$ cat src/rtl/gfr_pkg.sv
// Package for the GF(2) matrix rank unit: sizes, beat types, column mask helper.
// No dependencies.
package gfr_pkg;

  localparam int MaxSize = 32;                  // largest matrix held
  localparam int RowW    = 32;                  // bits in one row beat
  localparam int CfgW    = 6;                   // width of matrix_size
  localparam int RankW   = 6;                   // width of rank
  localparam int IdxW    = $clog2(MaxSize);     // row / column index
  localparam int CntW    = $clog2(MaxSize + 1); // row count, 0..MaxSize

  typedef struct packed {
    logic [RowW-1:0] row_bits;
    logic            last_row;
  } gfr_in_t;

  typedef struct packed {
    logic [RankW-1:0] rank;
    logic             overflow;
  } gfr_out_t;

  // Ones in columns below n.
  function automatic logic [RowW-1:0] col_mask(logic [CntW-1:0] n);
    logic [RowW-1:0] m;
    for (int k = 0; k < RowW; k++) begin
      m[k] = (32'(k) < 32'(n));
    end
    return m;
  endfunction

endpackage

$ cat src/rtl/gf2_matrix_rank_unit.sv
// GF(2) matrix rank unit: row store, basis table and the column-step sequencer.
// Depends on gfr_pkg.
//
//  port group       dir  handshake                  beat
//  start/in_i       in   start && !busy             one row (row_bits, last_row)
//  res_o            out  res_valid_o, 1-cycle pulse rank, overflow
//  cfg_data_i       in   cfg_valid_i && cfg_ready_o matrix_size
//
// Rows may come back to back.
// The last row starts the reduction: each of the k = min(rows loaded, size)
// rows is fetched and swept across the columns by one shared XOR step per
// cycle up to its pivot or the last column; the result cycle follows the
// last row's sweep. busy is high from the last row until the result cycle
// ends; cfg_ready_o is low while busy or start is high. The receiver cannot
// stall. No clearing pass after reset.
module gf2_matrix_rank_unit
  import gfr_pkg::*;
(
  input  logic            clk_i,
  input  logic            rst_ni,
  input  logic            start,
  output logic            busy,
  input  gfr_in_t         in_i,
  output logic            res_valid_o,
  output gfr_out_t        res_o,
  input  logic            cfg_valid_i,
  output logic            cfg_ready_o,
  input  logic [CfgW-1:0] cfg_data_i
);

  localparam logic [1:0] StIdle   = 2'd0;
  localparam logic [1:0] StFetch  = 2'd1;
  localparam logic [1:0] StReduce = 2'd2;
  localparam logic [1:0] StDone   = 2'd3;

  logic [1:0]         state_q, state_d;
  logic [CfgW-1:0]    size_q;
  logic [CntW-1:0]    n_eff;
  logic [RowW-1:0]    mask;
  logic [IdxW-1:0]    last_col;

  logic [RowW-1:0]    rows_q  [MaxSize];
  logic [RowW-1:0]    basis_q [MaxSize];
  logic [MaxSize-1:0] bvalid_q;

  logic [CntW-1:0]    loaded_q, loaded_d;
  logic               ovf_q;
  logic [CntW-1:0]    count_q;
  logic [CntW-1:0]    row_q;
  logic [IdxW-1:0]    col_q;
  logic [RowW-1:0]    vec_q;
  logic [RankW-1:0]   rank_q;

  logic               accept;
  logic               store_row;
  logic               piv_bit;
  logic               new_pivot;
  logic               row_end;

  // effective size: 0 acts as 1, above MaxSize acts as MaxSize
  always_comb begin
    if (size_q == '0) begin
      n_eff = CntW'(1);
    end else if (32'(size_q) > 32'(MaxSize)) begin
      n_eff = CntW'(MaxSize);
    end else begin
      n_eff = CntW'(size_q);
    end
  end

  assign mask     = col_mask(n_eff);
  assign last_col = IdxW'(n_eff - CntW'(1));

  assign busy        = (state_q != StIdle);
  assign accept      = start && !busy;
  // size may not move under a reduction or a row beat
  assign cfg_ready_o = !busy && !start;
  assign store_row   = accept && (loaded_q < n_eff);
  assign loaded_d    = store_row ? loaded_q + CntW'(1) : loaded_q;

  assign piv_bit   = vec_q[col_q];
  assign new_pivot = (state_q == StReduce) && piv_bit && !bvalid_q[col_q];
  assign row_end   = new_pivot || (col_q == last_col);

  always_comb begin
    state_d = state_q;
    unique case (state_q)
      StIdle: begin
        if (accept && in_i.last_row) begin
          state_d = StFetch;
          if (loaded_d == '0) begin
            state_d = StDone;
          end
        end
      end
      StFetch: begin
        state_d = StReduce;
      end
      StReduce: begin
        if (row_end) begin
          state_d = (row_q + CntW'(1) == count_q) ? StDone : StFetch;
        end
      end
      StDone: begin
        state_d = StIdle;
      end
      default: begin
        state_d = StIdle;
      end
    endcase
  end

  always_ff @(posedge clk_i or negedge rst_ni) begin
    if (!rst_ni) begin
      state_q  <= StIdle;
      size_q   <= CfgW'(MaxSize);
      loaded_q <= '0;
      ovf_q    <= 1'b0;
      bvalid_q <= '0;
      count_q  <= '0;
      row_q    <= '0;
      col_q    <= '0;
      rank_q   <= '0;
    end else begin
      state_q <= state_d;
      if (cfg_valid_i && cfg_ready_o) begin
        size_q <= cfg_data_i;
      end
      if (state_q == StDone) begin
        loaded_q <= '0;
        ovf_q    <= 1'b0;
      end else begin
        loaded_q <= loaded_d;
        if (accept && !store_row) begin
          ovf_q <= 1'b1;
        end
      end
      if (accept && in_i.last_row) begin
        bvalid_q <= '0;
        rank_q   <= '0;
        row_q    <= '0;
        count_q  <= (loaded_d < n_eff) ? loaded_d : n_eff;
      end
      if (state_q == StFetch) begin
        col_q <= '0;
      end
      if (state_q == StReduce) begin
        if (new_pivot) begin
          bvalid_q[col_q] <= 1'b1;
          rank_q          <= rank_q + RankW'(1);
        end
        if (row_end) begin
          row_q <= row_q + CntW'(1);
        end else begin
          col_q <= col_q + IdxW'(1);
        end
      end
    end
  end

  // payload storage, no reset
  always_ff @(posedge clk_i) begin
    if (store_row) begin
      rows_q[loaded_q[IdxW-1:0]] <= in_i.row_bits & mask;
    end
    if (state_q == StFetch) begin
      vec_q <= rows_q[row_q[IdxW-1:0]] & mask;
    end
    if (state_q == StReduce) begin
      if (new_pivot) begin
        basis_q[col_q] <= vec_q;
      end else if (piv_bit) begin
        // basis row at this column has its lowest one here
        vec_q <= vec_q ^ basis_q[col_q];
      end
    end
  end

  assign res_valid_o    = (state_q == StDone);
  assign res_o.rank     = rank_q;
  assign res_o.overflow = ovf_q;

`ifndef SYNTHESIS
  a_rank_le_size: assert property (@(posedge clk_i) disable iff (!rst_ni)
    res_valid_o |-> (32'(res_o.rank) <= 32'(n_eff)))
    else $error("rank exceeds matrix size");

  a_row_beat_no_stall: assert property (@(posedge clk_i) disable iff (!rst_ni)
    (accept && !in_i.last_row) |=> !busy)
    else $error("plain row beat left unit busy");

  a_clear_after_result: assert property (@(posedge clk_i) disable iff (!rst_ni)
    res_valid_o |=> (!busy && loaded_q == '0 && !ovf_q))
    else $error("load state not cleared after result");

  a_loaded_bounded: assert property (@(posedge clk_i) disable iff (!rst_ni)
    (32'(loaded_q) <= 32'(MaxSize)))
    else $error("row count beyond storage");
`endif

endmodule
$ cat config.mk
export PLATFORM = sky130hd
export DESIGN_NAME = gf2_matrix_rank_unit
export DESIGN_NICKNAME = d
export VERILOG_FILES = /design/src/rtl/gfr_pkg.sv /design/src/rtl/gf2_matrix_rank_unit.sv
export SDC_FILE = /design/constraint.sdc
export NUM_CORES = 2
export LEC_CHECK = 0
export BUFFER_PORTS_ARGS = -buffer_cell sky130_fd_sc_hd__buf_4
export CAP_MARGIN = 40
export CORE_AREA = 3 3 503 256
export DETAILED_ROUTE_END_ITERATION = 8
export DIE_AREA = 0 0 506 259
export PLACE_DENSITY_LB_ADDON = 0.08
export SLEW_MARGIN = 10
export SYNTH_ARGS = -nofsm -noshare
export SYNTH_HDL_FRONTEND = slang
export SYNTH_SLANG_ARGS = --single-unit
export TNS_END_PERCENT = 1
$ cat constraint.sdc
create_clock -name clk_i -period 8.2 [get_ports clk_i]
set_clock_uncertainty 0.15 [all_clocks]
set_input_delay 2.46 -clock clk_i [delete_from_list [all_inputs] [get_ports clk_i]]
set_output_delay 2.46 -clock clk_i [all_outputs]
set_load 0.005 [all_outputs]
==> flow_summary.json <==
{
  "ys.flop_type": "edfxtp_1",
  "synth_top_cell_area_share_pct": 72.9,
  "p_sw_w": 0.00904,
  "ys_seq_area_share_pct": 75.7,
  "synth.distinct_cells": 79,
  "drc": 0,
  "cpPeakStageDelay_ns": 0.54,
  "grt_pass1_vias": 42000,
  "io_pins": 53,
  "synthArstFlopShare_pct": 3.26,
  "multiInputGateArea_um2": 19600,
  "critPathKind": "primary input to output pin",
  "maxClockFrequency_mhz": 167,
  "fin_util_pct": 75.1,
  "syn_nets": 4198,
  "die_w_um": 506,
  "ys_seq_elements": 2150,
  "cts.sinks": 2150,
  "synth_area_um2": 84400,
  "grt_max_degree": 133,
  "p_per_area_nw_per_um2": 321,
  "p_clk_share_pct": 27.6,
  "wl_um": 215000,
  "layout-drive-gt1-share_pct": 25.2,
  "fin_tns_setup_ns": 0,
  "nFillCells": 6898,
  "rows": 92,
  "root_buffer": "clkbuf_16",
  "min_period_over_period_pct": 73.1,
  "relSlewSlack_pct": 33.0,
  "cts_resized": 0,
  "pwr-share-seq_pct": 46.8,
  "via_per_inst": 7.17,
  "drv_cap": 0,
  "ff_latch_area_um2": 63900,
  "core_um2": 125000,
  "tightest_slew_ns": 1.00,
  "clock_tree.buffer_depth": 3,
  "place_congestion": 0.916,
  "outcome": "finished clean",
  "required_ns": 5.59,
  "synth.top_cells.by_area": "edfxtp_1 73%, mux4_2 12%, mux2i_1 2.3%, dfrtp_1 2.0%, dfxtp_1 0.76%",
  "final_nets": 4385,
  "worstSkewPairLatency_ns": 0.80,
  "power.share.switching_pct": 30.1,
  "crit_path_end_kind": "output pin",
  "portBuffers": 52,
  "arrival_ns": 3.38,
  "wl_per_cell_um": 34.8,
  "crit_slowest_cell": "nor2_1",
  "final_common_cell": "edfxtp_1",
  "pwr-share-comb_pct": 25.6,
  "cpMostUsedCell": "buf_4",
  "synth-edff-count": 2048,
  "drt_iter0_drc": 7561,
  "hold_viol": 0,
  "yosysWarningCount": 0,
  "synth_largest_area_cell": "edfxtp_1",
  "hold_ws_ns": 0.340,
  "power.internal_w": 0.0210,
  "leakage_nw": 29.5,
  "firstDrtPassIters": 7,
  "gr-total-overflow": 0,
  "cp_cell_sequence": "buf_4 > nor2_1 > buf_4",
  "antenna_left": 0,
  "drv_slew": 0,
  "setup_violations": 0,
  "fp.dieH_um": 259,
  "grt_pass1_wl_um": 311000,
  "layout_common_cells": "2048 x edfxtp_1, 445 x mux4_2, 211 x buf_4",
  "rsz0062_at_grt": "no",
  "ir_worst_vdd_mv": 0.204,
  "grt_antenna_before_repair": 9,
  "dp_hpwl_um": 134000,
  "hold_path_class": "register to register",
  "startpoint_type": "primary input",
  "syn_inst": 4133,
  "hold_buffers": 0,
  "grt_use_total_pct": 33.4,
  "start_util_pct": 67.5,
  "vias": 44200,
  "post_cts_buffers": 0,
  "syn_to_final_growth_pct": 11.3,
  "path_clk_slew_ns": 0.07,
  "tritoncts": "yes",
  "period_needed_ns": 5.99,
  "ctsHtreeMaxLevel": 4,
  "crit_path_max_fanout": 4,
  "finalPower_w": 0.0301,
  "cts-buffers-inserted": 173,
  "syn_area_per_cell_um2": 20.4,
  "die_area_um2": 131000
}
per-layer routing:
layer	up-vias	global-route usage, %	share of wire (%)
met5	-	0	0.020
met4	4	6.41	1.7
met3	296	10.3	16
met2	3349	43.1	41
met1	23000	56.7	42
li1	17600	-	-
critical path: cells and delay by family:
kind                   cells  cell delay (ns)
buffers and inverters      2             0.38
and+or+nand+nor            1             0.54
power groups by stage:
stage	Clock (W)	Sequential, W	Combinational, W
floorplan	0	0.0142	0.00493
global placement	0	0.0145	0.00712
detailed placement	0	0.0143	0.00760
CTS	0.00837	0.0141	0.00762
global route	0.00880	0.0141	0.00813
finish	0.00831	0.0141	0.00769
kinds of logic (layout without fill, tap and decap cells):
family	count (synthesis)	count (layout)	synth area share (%)
buffers and inverters	279	611	1.79
XOR/XNOR	20	20	0.208
AO/OA/AOI/OAI	546	546	4.54
AND/OR/NAND/NOR	430	430	2.60
other	0	3	0
adder cells (fa/ha/maj)	22	22	0.326
flip-flops	2150	2150	75.7
multiplexers	686	686	14.8
cells in the mapped netlist (24+ instances only):
master / count
edfxtp_1: 2048
mux4_2: 445
mux2i_1: 193
o21ai_0: 115
clkbuf_1: 112
nand2_1: 110
nor2_1: 93
a22oi_1: 82
a21oi_1: 80
dfrtp_1: 69
a22o_1: 55
a221oi_1: 49
buf_2: 49
nand3_1: 47
mux2_2: 45
buf_4: 43
buf_6: 32
dfxtp_1: 32
o22ai_1: 29
inv_1: 27
nor3_1: 25
nor2b_1: 24
final cells by class:
class / count / share of cell area (%)
flip-flops and latches: 2150 / 68.1
multi-input cells: 1704 / 20.8
clock buffers: 229 / 4.98
repair buffers: 262 / 2.80
well taps: 1692 / 2.25
clock inverters: 91 / 0.909
inverters: 29 / 0.116
diodes: 3 / 0.00800
per-stage QoR:
step                worst slack (ns)  instances  instance area [µm²]
floorplan                       2.08       4133                84400
global placement                2.26       5786                87400
detailed placement              2.26       5835                88300
CTS                             2.26       6155                93900
global route                    1.93       6158                93900
finish                          2.21       6160                93900
flip-flops by register name, summed over array words and instances (netlist names):
name / cells
basis_q: 1024
bvalid_q: 32
col_q: 5
count_q: 6
loaded_q: 6
ovf_q: 1
rank_q: 6
row_q: 6
rows_q: 1024
size_q: 6
state_q: 2
vec_q: 32
final timing paths:
| check | startpoint | to | slack, ns | cells past startpoint |
|---|---|---|---|---|
| max in group asynchronous | rst_ni | row_q[0] | 5.39 | 2 |
| setup / recovery | start | cfg_ready_o | 2.21 | 3 |
| hold reg to reg | bvalid_q[21] | bvalid_q[21] | 0.34 | 2 |
| setup reg to reg | col_q[4] | basis_q[10][25] | 2.36 | 8 |
| min in group asynchronous | rst_ni | bvalid_q[8] | 1.47 | 1 |
| hold / removal | bvalid_q[21] | bvalid_q[21] | 0.34 | 2 |
Note: power is estimated with default switching activity, not from simulation.
